[src/rtl/max_weight_unit_scheduler_defines.svh]
// Assertion helpers for the scheduler, compiled away for synthesis.
`ifndef MAX_WEIGHT_UNIT_SCHEDULER_DEFINES_SVH
`define MAX_WEIGHT_UNIT_SCHEDULER_DEFINES_SVH

`ifndef SYNTHESIS

// Checked on every clock edge outside reset.
`define MWUS_ASSERT(name, prop, msg) \
   name: assert property (@(posedge clock) disable iff (reset) prop) else $error(msg);

// Checked on every clock edge, reset included.
`define MWUS_ASSERT_ALWAYS(name, prop, msg) \
   name: assert property (@(posedge clock) prop) else $error(msg);

`else

`define MWUS_ASSERT(name, prop, msg)
`define MWUS_ASSERT_ALWAYS(name, prop, msg)

`endif

`endif

[src/rtl/mwus_pkg.sv]
package mwus_pkg;

   localparam int MAX_JOBS = 256;
   localparam int IDX_W    = $clog2(MAX_JOBS);
   localparam int CNT_W    = IDX_W + 1;

   localparam int FUNC_W   = 2;
   localparam int JOB_W    = 8;
   localparam int WEIGHT_W = 16;
   localparam int UNITS_W  = 16;
   localparam int PROD_W   = WEIGHT_W + UNITS_W;
   localparam int COST_W   = 40;

   localparam logic [FUNC_W-1:0] FUNC_ADD    = 2'd0;
   localparam logic [FUNC_W-1:0] FUNC_TICK   = 2'd1;
   localparam logic [FUNC_W-1:0] FUNC_REPORT = 2'd2;

   typedef enum logic [2:0] {
      ST_IDLE,
      ST_DECODE,
      ST_FREE,
      ST_BEST,
      ST_COMMIT,
      ST_RESP
   } mwus_state_type;

   // one job table entry
   typedef struct packed {
      logic [WEIGHT_W-1:0] weight;
      logic [JOB_W-1:0]    job;
      logic [UNITS_W-1:0]  units;
   } mwus_entry_type;

   // controller -> datapath
   typedef struct packed {
      logic latch;        // capture the accepted beat
      logic cnt_step;     // advance the slot counter
      logic scan_issue;   // read the slot under the counter for the best search
      logic add_commit;   // store the new job at the counter slot
      logic set_ovf;      // table full, flag the add
      logic tick_commit;  // serve one unit of the best job
      logic load_rsp;     // move the result into the output register
   } mwus_cmd_type;

   // datapath -> controller
   typedef struct packed {
      logic [FUNC_W-1:0] func;
      logic              count_zero;
      logic              cnt_done;
      logic              slot_free;
   } mwus_stat_type;

endpackage

[src/rtl/mwus_ctrl.sv]
`include "max_weight_unit_scheduler_defines.svh"

module mwus_ctrl import mwus_pkg::*; (
   input  logic          clock,
   input  logic          reset,
   input  logic          req_valid,
   output logic          req_ready,
   output logic          rsp_valid,
   input  logic          rsp_ready,
   input  mwus_stat_type stat,
   output mwus_cmd_type  cmd
);

   mwus_state_type state_ff, state_in;
   logic           out_full_ff, out_full_in;
   logic           out_free;

   assign out_free = !out_full_ff || rsp_ready;

   always_ff @(posedge clock) begin
      if (reset) begin
         state_ff    <= ST_IDLE;
         out_full_ff <= 1'b0;
      end else begin
         state_ff    <= state_in;
         out_full_ff <= out_full_in;
      end
   end

   always_comb begin
      state_in = state_ff;
      unique case (state_ff)
         ST_IDLE: begin
            if (req_valid) state_in = ST_DECODE;
         end
         ST_DECODE: begin
            unique case (stat.func)
               FUNC_ADD:  state_in = stat.count_zero ? ST_RESP : ST_FREE;
               FUNC_TICK: state_in = ST_BEST;
               default:   state_in = ST_RESP;
            endcase
         end
         ST_FREE: begin
            if (stat.cnt_done || stat.slot_free) state_in = ST_RESP;
         end
         ST_BEST: begin
            if (stat.cnt_done) state_in = ST_COMMIT;
         end
         ST_COMMIT: state_in = ST_RESP;
         ST_RESP: begin
            if (out_free) state_in = ST_IDLE;
         end
         default: state_in = ST_IDLE;
      endcase
   end

   always_comb begin
      cmd         = '0;
      req_ready   = 1'b0;
      unique case (state_ff)
         ST_IDLE: begin
            req_ready = 1'b1;
            cmd.latch = req_valid;
         end
         ST_DECODE: ;
         ST_FREE: begin
            if (stat.cnt_done) begin
               cmd.set_ovf = 1'b1;
            end else if (stat.slot_free) begin
               cmd.add_commit = 1'b1;
            end else begin
               cmd.cnt_step = 1'b1;
            end
         end
         ST_BEST: begin
            cmd.scan_issue = !stat.cnt_done;
            cmd.cnt_step   = !stat.cnt_done;
         end
         ST_COMMIT: cmd.tick_commit = 1'b1;
         ST_RESP:   cmd.load_rsp    = out_free;
         default: ;
      endcase
   end

   always_comb begin
      out_full_in = out_full_ff;
      if (cmd.load_rsp) begin
         out_full_in = 1'b1;
      end else if (rsp_ready) begin
         out_full_in = 1'b0;
      end
   end

   assign rsp_valid = out_full_ff;

   `MWUS_ASSERT(a_one_result_per_beat, (cmd.load_rsp && state_ff != ST_RESP) |-> 1'b0, "result loaded outside response")
   `MWUS_ASSERT(a_no_overwrite, cmd.load_rsp |-> (!out_full_ff || rsp_ready), "pending result overwritten")
   `MWUS_ASSERT(a_accept_leaves_idle, (req_valid && req_ready) |=> (state_ff == ST_DECODE), "accepted beat not decoded")

endmodule

[config.mk]
export PLATFORM = sky130hd
export DESIGN_NAME = mwus_ctrl
export DESIGN_NICKNAME = d
export VERILOG_FILES = /design/src/rtl/mwus_pkg.sv /design/src/rtl/mwus_ctrl.sv
export VERILOG_INCLUDE_DIRS = /design/src /design/src/rtl
export SDC_FILE = /design/constraint.sdc
export NUM_CORES = 1
export LEC_CHECK = 0
export ABC_AREA = 1
export BUFFER_PORTS_ARGS = -buffer_cell sky130_fd_sc_hd__buf_2
export CAP_MARGIN = 30
export CELL_PAD_IN_SITES_DETAIL_PLACEMENT = 1
export CELL_PAD_IN_SITES_GLOBAL_PLACEMENT = 2
export CORE_MARGIN = 2
export CORE_UTILIZATION = 18
export DETAILED_ROUTE_END_ITERATION = 6
export PLACE_DENSITY = 0.78
export SLEW_MARGIN = 40
export SYNTH_ARGS = -nofsm -noshare
export SYNTH_HDL_FRONTEND = slang
export SYNTH_SLANG_ARGS = --single-unit
[constraint.sdc]
create_clock -name clock -period 1.2 [get_ports clock]
set_clock_uncertainty 0.1 [all_clocks]
set_input_delay 0 -clock clock [delete_from_list [all_inputs] [get_ports clock]]
set_output_delay 0 -clock clock [all_outputs]
set_load 0.01 [all_outputs]
Word level (Yosys, flattened, before mapping)
Cells that the tools add are included.
- logic and storage cells: 41
- register bits after elaboration: 4
- reduce and logical (&&, ||, !) cells: 8
- multiplexer cells: 21
- eq/ne operators: 10
- operator list (cell ; number):
    3-bit one-hot mux with 6 select lines ; 1
    3-bit 2-to-1 mux ; 5
    1-bit 2-to-1 mux ; 12
    2-bit inequality test, second input constant ; 4
    3-bit by 2-bit == test with 1-bit output, second input constant ; 2
    3-bit == test, second input constant ; 2
    3-bit one-hot mux with 2 select lines ; 1
    4-bit AND reduction ; 1
    3-bit by 1-bit == test with 1-bit output, second input constant ; 1
    3-bit logical NOT ; 1
    2-bit by 1-bit == test with 1-bit output, second input constant ; 1
    1-bit logical NOT ; 2
    2-bit logical NOT ; 1
    1-bit logical OR ; 2
    2-bit 2-to-1 mux ; 1
    1-bit one-hot mux with 2 select lines ; 1
    2-bit nonzero test ; 1

Longest topological paths before layout
Gate-level depths: netlist of the first run.
- word-level depth: 4
- depth in mapped cells: 7

Least setup slack after synthesis of the first run
OpenSTA, ideal clock, no wires.
- path type: reg-to-reg
- from: register out_full_ff, in the netlist rsp_valid
- to: register state_ff[0]
- cell stages (with the launch flop): 8
- required time: 0.987 ns
- arrival time: 0.872 ns
- period minus slack after synthesis: 1.085 ns
- path slack: 0.115 ns
- path buffers: 0
- cell sequence: dfxtp_1 inv_1 nor2_1 nand3_1 nand3_2 nand2_1 nand2_1 nor2_1
- word-level cells in the longest chain between the ends: 4
- ends and longest elaborated chain (item ; RTL line ; RTL):
    start: declaration ; mwus_ctrl.sv:15 ; logic out_full_ff, out_full_in;
    start signal: assignment ; mwus_ctrl.sv:26 ; out_full_ff <= out_full_in;
    1-bit logical NOT ; mwus_ctrl.sv:18 ; assign out_free = !out_full_ff || rsp_ready;
    1-bit logical OR ; mwus_ctrl.sv:18 ;
    2-bit inequality test (no source line) ; -- ;
    4-bit AND reduction (no source line) ; -- ;
    end signal: assignment ; mwus_ctrl.sv:25 ; state_ff <= state_in;
    end: declaration ; mwus_ctrl.sv:14 ; mwus_state_type state_ff, state_in;
Every way passes these cells.
A chain may end at the register's enable or synchronous reset.

==> out/metrics.yaml, run 1 <==
outcome:
  status: "finished, final reports clean"
finish:
  mostFrequentLayoutCell: "buf_2"
  final_util_pct: 31.8
  final_cells: 95
  fillerInstances: 220
  drive_gt1_share_pct: 52.6
  seqCellArea_um2: 91.3
  finalNetCount: 89
  most-common-layout-cells: "buf_2, nor2_1, inv_1"
  diodes: 0
  multi_input_area_um2: 216
  area_delta_synth_final_pct: 70.9
place:
  place.gp.congestion: 0.712
  dpl.hpwl_um: 754
  place_inst: 88
  place_ws_ns: -0.0232
  port_buffers: 17
floorplan:
  start_util_pct: 18.6
  die_w_um: 45.8
  die_h_um: 45.8
  core_mm2: 0.00169
  rows: 15
  dieArea_mm2: 0.00209
  io_pins: 18
setup_path:
  end_kind: "output port"
  critical_path_arrival_ns: 1.10
  r2r_cells: 7
  cp_data_required_time_ns: 1.10
  crit_fanout: 6
  cp_cell_sequence: "inv_4, buf_6, nor3_4, buf_2"
  critical_path.max_stage_delay_ns: 0.38
  crit_path_start_kind: "register"
  worst-path-buf-inv: 3
  path_class: "reg -> out"
  slowest_stage: "dfxtp_4"
  path_delay_family: "flip-flops"
  crit_cells: 4
drt:
  ant_nets: 0
  first_pass_iters: 1
  vias: 400
  drt_iter0_drc: 0
  via_per_inst: 4.21
  route.detailed.drc: 0
  wire_per_inst_um: 10.0
  drt_wl_total_um: 951
power:
  p_leak_nw: 0.295
  vdd_drop_max_mv: 0.567
  p_per_area_mw_per_mm2: 1170
  power_uw: 628
global_routing:
  grt_max_degree: 7
  antenna_found_initial: 0
  grt_pass1_vias: 355
  grt.overflow.total: 0
  grt_pass1_wl_mm: 1.37
  grt_usage_pct: 9.30
synthesis:
  synth.largest_area_cell: "dfxtp_1"
  syn_nets: 62
  yosysWarnings: 0
  synth_area_leaders: "dfxtp_1, nor2_1, nand2_1"
  ys_seq_elements: 4
  yosysSeqAreaShare_pct: 25.5
  synth_area_um2: 314
  synth_area_per_cell_um2: 5.93
  yosys.cell_types.count: 14
  netlist_instances: 53
  yosysTopAreaCellShare_pct: 25.5
clocking:
  clk_pin_slew_ns: 0.03
  clock_latency_ns: 0.23
  cts-root-buf: "clkbuf_4"
  cts_tree: "yes"
  clock_sinks: 4
  clock_path_buffers: 2
  cts_buffers: 3
  h-tree-depth: 1
hold_path:
  min_path_type: "in -> reg"
  holdPathStages: 5
sta:
  fin_ws_ns: 0.0000216
  slew_violations: 0
  finalHoldViolations: 0
  max_freq_mhz: 833
  period_minus_slack_ns: 1.20
  slew_headroom_pct: 87.7
  rsz0062_at_grt: "true"
  period_share_pct: 100
  worstMarginPinSlew_ns: 0.184
  fin_tns_setup_ns: 0
  setup_viol: 0
flow_run:
  drv_cap: 0
-- worst paths after layout --
kind	startpoint	endpoint	slack, ns
hold / removal	req_valid	state_ff[2]	0.12
setup reg to reg	state_ff[1]	state_ff[0]	0.08
setup / recovery	state_ff[2]	cmd[0]	0.00002
hold reg to reg	state_ff[2]	state_ff[1]	0.49
-- power breakdown --
| part | leakage (nW) | internal (mW) | switching, mW |
|---|---|---|---|
| sequential | 0.0348 | 0.159 | 0.0349 |
| combinational | 0.246 | 0.117 | 0.154 |
| clock | 0.0138 | 0.112 | 0.0509 |
| total | 0.295 | 0.388 | 0.240 |
-- worst register-to-register path: stages (launching register included) --
cell,delay [ns]
dfxtp_4,0.35
buf_4,0.14
nor2_1,0.09
nand3_1,0.10
nand3_2,0.09
nand2_1,0.06
nand2_1,0.05
nor2_1,0.03
-- stage by stage --
stage / instance area [um^2] / hold WS (ns)
after floorplan: 314 / -0.0309
after global placement: 428 / 0.0715
after detailed placement: 428 / 0.0729
after CTS: 488 / 0.0225
after global routing: 537 / 0.143
final: 537 / 0.118
-- cells in the mapped netlist, drive strengths merged --
library cell  number
nor4               1
buf                1
o21a               1
dfxtp              4
nand2             10
a21oi              2
nor3               3
nand3              5
nor2              15
inv               11
-- registers in the layout, indices dropped and copies added, names as in the netlist --
name       cells
rsp_valid      1
state_ff       3
-- repair_timing --
item / in CTS / in global routing
hold buffers: 2 / 0
resized for setup: 7 / 10
pin swaps: 1 / 3
buffers inserted: 0 / 2
setup endpoints to repair: 7 / 10
hold endpoints to repair: 4 / 0
-- metal layers --
metal	share of wire, %	track usage [%]	wire [um]	vias to the layer above
met2	52	14.9	495	12
met3	5.6	3.97	53	0
met1	42	11.0	403	178
li1	-	-	-	210
met5	0	0	0	-
met4	0	3.43	0	0
-- layout make-up --
| class | instances | share of cell area (%) |
|---|---|---|
| timing repair buffer | 23 | 25.9 |
| tap | 17 | 3.96 |
| inverter | 11 | 8.62 |
| clock buffer | 3 | 4.20 |
| sequential | 4 | 17.0 |
| multi-input combinational | 37 | 40.3 |
-- cells by family after synthesis --
group / Yosys count / share of synthesized area (%)
AND/OR/NAND/NOR: 34 / 53.4
buffers and inverters: 12 / 15.5
flip-flops: 4 / 25.5
AO/OA/AOI/OAI: 3 / 5.58
(Power assumes the default switching activity.)
==> run 2: changes to the inputs <==
clock period = 1.3 ns   (was 1.2 ns; I/O delays follow)
==> run 2 against run 1 <==
Effect of this change: flip-flop and latch count did not move; count of clock-buffer cells in the layout did not move; routed wire length is 9.0% lower; critical path type unchanged; critical endpoint unchanged; largest power group unchanged.
==> out/metrics.yaml, run 2 (same netlist as run 1, synthesis figures left out) <==
setup_path:
  slowest_stage: "dfxtp_1"
  path_class: "reg -> out"
  worst-path-buf-inv: 2  # -1
  path_delay_family: "flip-flops"
  end_kind: "output port"
  crit_fanout: 6  # unchanged
  crit_path_start_kind: "register"
  cp_cell_sequence: "inv_2, nor3_2, buf_2"
  cp_data_required_time_ns: 1.20  # +0.10 ns
  critical_path_arrival_ns: 1.11  # about the same
  critical_path.max_stage_delay_ns: 0.41  # +0.03 ns
place:
  place_ws_ns: 0.0949  # +0.118 ns
  place.gp.congestion: 0.691  # -2.9%
  place_inst: 87  # -1.1%
  port_buffers: 17  # unchanged
  placed_area_um2: 420  # -1.8%
  dpl.hpwl_um: 711  # -5.6%
global_routing:
  grt_usage_pct: 9.94  # +0.65 points
  grt.overflow.total: 0  # unchanged
  grt_pass1_vias: 359  # +1.1%
  grt_pass1_wl_mm: 1.39  # +0.95%
  antenna_found_initial: 0  # unchanged
  grt_max_degree: 7  # unchanged
drt:
  route.detailed.drc: 0  # unchanged
  vias: 393  # -1.8%
  first_pass_iters: 3  # +2
  drt_iter0_drc: 8  # +8
  via_per_inst: 4.27  # +1.5%
  drt_wl_total_um: 865  # -9.0%
  wire_per_inst_um: 9.40  # -6.1%
  ant_nets: 0  # unchanged
power:
  p_per_area_mw_per_mm2: 1130  # -3.6%
  vdd_drop_max_mv: 0.417  # -26%
  p_leak_nw: 0.271  # -8.2%
clocking:
  clk_pin_slew_ns: 0.04  # about the same
  h-tree-depth: 1  # unchanged
  cts-root-buf: "clkbuf_4"
  clock_path_buffers: 2  # unchanged
  cts_buffers: 3  # unchanged
  clock_latency_ns: 0.23  # about the same
  cts_setup_buffers: 0  # unchanged
  clock_sinks: 4  # unchanged
  cts_tree: "yes"
sta:
  period_minus_slack_ns: 1.21
  rsz0062_at_grt: "false"
  period_share_pct: 93.3
  fin_ws_ns: 0.0875  # +0.0874 ns
  setup_viol: 0  # unchanged
  worstMarginPinSlew_ns: 0.220  # +0.0365 ns
  max_freq_mhz: 825
  slew_headroom_pct: 85.2  # -2.5 points
  slew_violations: 0  # unchanged
  fin_tns_setup_ns: 0  # unchanged
  finalHoldViolations: 0  # unchanged
outcome:
  status: "finished, final reports clean"
hold_path:
  min_path_type: "in -> reg"
floorplan:
  core_mm2: 0.00169  # unchanged
  dieArea_mm2: 0.00209  # unchanged
  die_w_um: 45.8  # unchanged
  io_pins: 18  # unchanged
  rows: 15  # unchanged
  start_util_pct: 18.6  # unchanged
  die_h_um: 45.8  # unchanged
finish:
  regMostFlops: "state_ff"
  final_cells: 92  # -3.2%
  area_delta_synth_final_pct: 49.0
  finalNetCount: 86  # -3.4%
  drive_gt1_share_pct: 42.7  # -9.9 points
  diodes: 0  # unchanged
  most-common-layout-cells: "buf_2, nor2_1, nand2_1"
  design_area_um2: 468  # -13%
  largest_reg_flops: 3  # unchanged
  mostFrequentLayoutCell: "buf_2"
flow_run:
  drv_cap: 0  # unchanged
-- run 2: cell count changes in the layout (fill, tap and decap cells not counted), sizes merged --
| cell | previous run | this run |
|---|---|---|
| buf | 21 | 18 |
-- run 2: power by group --
group / internal, mW / switching [mW]
Combinational: 0.0828 / 0.124
Sequential: 0.143 / 0.0255
Clock: 0.103 / 0.0488
Total: 0.329 / 0.198
-- run 2: routing by layer --
| metal | global-route usage (%) | routed length [um] | vias to the layer above |
|---|---|---|---|
| met2 | 15.5 | 411 | 12 |
| met4 | 10.3 | 34 | 0 |
| li1 | - | - | 208 |
| met5 | 0 | 0 | - |
| met3 | 2.38 | 30 | 4 |
| met1 | 10.5 | 387 | 169 |
-- run 2: final timing paths --
check | from | endpoint | slack [ns] | cells past startpoint
hold reg to reg | state_ff[0] | state_ff[0] | 0.51 | 4
setup reg to reg | state_ff[2] | state_ff[2] | 0.12 | 7
hold / removal | stat[1] | state_ff[1] | 0.02 | 4
setup / recovery | state_ff[2] | cmd[0] | 0.09 | 3
-- run 2: repair_timing --
action / in CTS / in global routing
endpoints found under the hold margin: 4 / 0
resized for setup: 0 / 3
endpoints found under the setup margin: 0 / 3
hold buffers: 2 / 0
-- run 2: worst register-to-register path, delay by kind of cell (launching register included) --
| kind | cells | cell delay [ns] |
|---|---|---|
| and+or+nand+nor | 5 | 0.39 |
| buffers and inverters | 2 | 0.17 |
| DFF | 1 | 0.41 |
-- run 2: cell type report --
| cell class | instances | area [um^2] |
|---|---|---|
| Clock buffer | 3 | 22.5 |
| Fill cell | 227 | 1220 |
| Inverter | 11 | 41.3 |
| Multi-Input combinational cell | 37 | 188 |
| Sequential cell | 4 | 82.6 |
| Tap cell | 17 | 21.3 |
| Timing Repair Buffer | 20 | 113 |
-- run 2: through the flow --
stage          total power [mW]  util, %  hold slack, ns
6_report                  0.528     27.7          0.0203
5_1_grt                   0.577     27.7          0.0550
4_1_cts                   0.533     27.4          0.0311
3_5_place_dp              0.370     24.9          0.0835
3_3_place_gp              0.367     24.9          0.0769
2_1_floorplan             0.305        -         -0.0309
==> run 3: changes to the inputs <==
ABC_AREA = default   (was 1)
CORE_UTILIZATION = 19   (was 18)
GPL_TIMING_DRIVEN = 0   (was default)
==> run 3 against run 2 <==
Effect of this change: the run now ends with negative hold slack left; power is 7.5% higher; first-iteration DRC count is 50% lower; register-to-register slack worse by 0.07 ns; count of clock-buffer cells in the layout stayed put; clock power hardly changed; sequential power is 8% lower; sequential share of layout area is 0.94 points lower.
==> out/metrics.yaml, run 3 <==
synthesis:
  syn_nets: 49  # -21%
  yosys.cell_types.count: 24  # +10
  synth_edf_count: 0  # unchanged
  synth_area_leaders: "dfxtp_1, and3_1, nand2b_1"
  ys.flop_type: "dfxtp_1"
  synthArstFlopShare_pct: 0  # unchanged
  synth.largest_area_cell: "dfxtp_1"
  netlist_instances: 40  # -25%
  ys_seq_elements: 4  # unchanged
  yosysSeqAreaShare_pct: 26.7  # +1.2 points
  synth_area_um2: 300  # -4.4%
  synth_common_cells: "dfxtp_1, nor2_1, and3_1, nand2b_1, nor2b_1"
  yosysTopAreaCellShare_pct: 26.7  # +1.2 points
  synth_area_per_cell_um2: 7.51  # +27%
  yosysWarnings: 0  # unchanged
hold_path:
  holdPathStages: 4  # unchanged
  min_path_type: "in -> reg"
sta:
  worstMarginPinSlew_ns: 0.250  # +0.0298 ns
  whs_ns: -0.00607  # -0.0264 ns
  fin_tns_setup_ns: 0  # unchanged
  period_minus_slack_ns: 1.27  # +0.0616 ns
  finalHoldViolations: 1  # +1
  max_freq_mhz: 785  # -4.8%
  fin_ws_ns: 0.0259  # -0.0616 ns
  setup_viol: 0  # unchanged
  period_share_pct: 98.0  # +4.7 points
  rsz0062_at_grt: "true"
  slew_headroom_pct: 83.2  # -2.0 points
  slew_violations: 0  # unchanged
floorplan:
  core_mm2: 0.00149  # -12%
  start_util_pct: 20.2  # +1.6 points
  io_pins: 18  # unchanged
  die_w_um: 43.8  # -4.4%
  dieArea_mm2: 0.00191  # -8.6%
  rows: 14  # -1
  die_h_um: 43.8  # -4.4%
global_routing:
  antenna_found_initial: 0  # unchanged
  grt.overflow.total: 0  # unchanged
  grt_max_degree: 11  # +4
  grt_pass1_wl_mm: 1.46  # +5.0%
  grt_usage_pct: 10.6  # +0.69 points
  grt_pass1_vias: 326  # -9.2%
drt:
  ant_nets: 0  # unchanged
  via_per_inst: 4.76  # +11%
  route.detailed.drc: 0  # unchanged
  drt_wl_total_um: 938  # +8.4%
  wire_per_inst_um: 11.7  # +25%
  first_pass_iters: 4  # +1
  vias: 381  # -3.1%
  drt_iter0_drc: 4  # -4
finish:
  regMostFlops: "state_ff"
  design_area_um2: 509  # +8.8%
  fillerInstances: 186  # -18%
  area_delta_synth_final_pct: 69.6
  largest_reg_flops: 3  # unchanged
  finalNetCount: 75  # -13%
  mostFrequentLayoutCell: "buf_2"
  final_util_pct: 34.2  # +6.5 points
  most-common-layout-cells: "buf_2, nand2b_1, and3_1, clkbuf_4, buf_4"
  drive_gt1_share_pct: 53.1  # +10 points
  diodes: 0  # unchanged
clocking:
  clock_sinks: 4  # unchanged
  cts-root-buf: "clkbuf_4"
  cts_buffers: 3  # unchanged
  clock_latency_ns: 0.24  # about the same
  clk_pin_slew_ns: 0.04  # about the same
  cts_tree: "yes"
  clock_path_buffers: 2  # unchanged
  h-tree-depth: 1  # unchanged
power:
  p_per_area_mw_per_mm2: 1110  # -1.3%
  vdd_drop_max_mv: 0.474  # +14%
  p_leak_nw: 0.246  # -9.0%
setup_path:
  critical_path_arrival_ns: 1.33  # +0.22 ns
  r2r_cells: 4  # -3
  end_kind: "register"
  crit_path_start_kind: "input port"
  path_class: "in -> reg"
  cp_data_required_time_ns: 1.36  # +0.16 ns
  crit_fanout: 3  # -3
place:
  dpl.hpwl_um: 665  # -6.5%
  place.gp.congestion: 0.663  # -4.1%
  place_ws_ns: -0.0257  # -0.121 ns
  placed_area_um2: 405  # -3.6%
  port_buffers: 17  # unchanged
flow_run:
  drv_cap: 0  # unchanged
outcome:
  violations: "negative hold slack"
  status: "finished with violations"
run 3: cell types whose count changed after synthesis, moves of 3 or more:
cell	delta
and3_1	+3
nor2b_1	+3
nor2_1	-10
nand2_1	-9
nand2b_1	+3
inv_2	-3
inv_1	-6
run 3: repair_timing:
action | in CTS | in global routing
endpoints found under the setup margin | 6 | 7
endpoints found under the hold margin | 3 | 0
buffers inserted | 0 | 3
hold buffers | 2 | 0
resized for setup | 5 | 10
run 3: per-stage QoR:
stage                     power (mW)  cells  hold slack (ns)
final                          0.567     80         -0.00607
after global routing           0.614     80          0.00707
after CTS                      0.518     78           0.0186
after detailed placement       0.343     73            0.127
after global placement         0.340     73            0.125
after floorplan                0.276     40          -0.0309
run 3: routing by layer:
layer | vias to the layer above | global-route usage (%) | wire [um]
met4 | 0 | 3.64 | 0
li1 | 190 | - | -
met2 | 13 | 13.8 | 428
met1 | 178 | 14.4 | 445
met3 | 0 | 6.25 | 64
met5 | - | 0 | 0
run 3: critical path, cell delays in order:
cell and delay [ns]:
dlygate4sd3_1 0.54, buf_2 0.14, or4b_1 0.49, a21boi_1 0.16
run 3: path summary, 6_finish.rpt:
kind         slack [ns]   startpoint     endpoint
max reg2reg        0.05  state_ff[2]  state_ff[0]
max                0.03      stat[4]  state_ff[1]
min              -0.006      stat[1]  state_ff[1]
min reg2reg        0.47    rsp_valid    rsp_valid
run 3: area by class of cell:
class / count / area (um^2) / share of cell area, %
repair buffers: 22 / 128 / 25.1
plain buffers: 2 / 22.5 / 4.42
clock buffers: 3 / 22.5 / 4.42
inverters: 2 / 7.51 / 1.47
flip-flops and latches: 4 / 85.1 / 16.7
multi-input cells: 31 / 224 / 44.0
well taps: 16 / 20.0 / 3.93
run 3: cells by family (layout without fill, tap and decap cells):
family	Yosys count	after routing	share of synthesized area, %
compound gates	10	10	22.5
buf+inv	5	29	8.34
flops	4	4	26.7
simple gates	21	21	42.5
run 3: report_power, final:
group,internal [mW],switching [mW]
Clock,0.103,0.0505
Combinational,0.134,0.123
Sequential,0.142,0.0145
Total,0.379,0.188
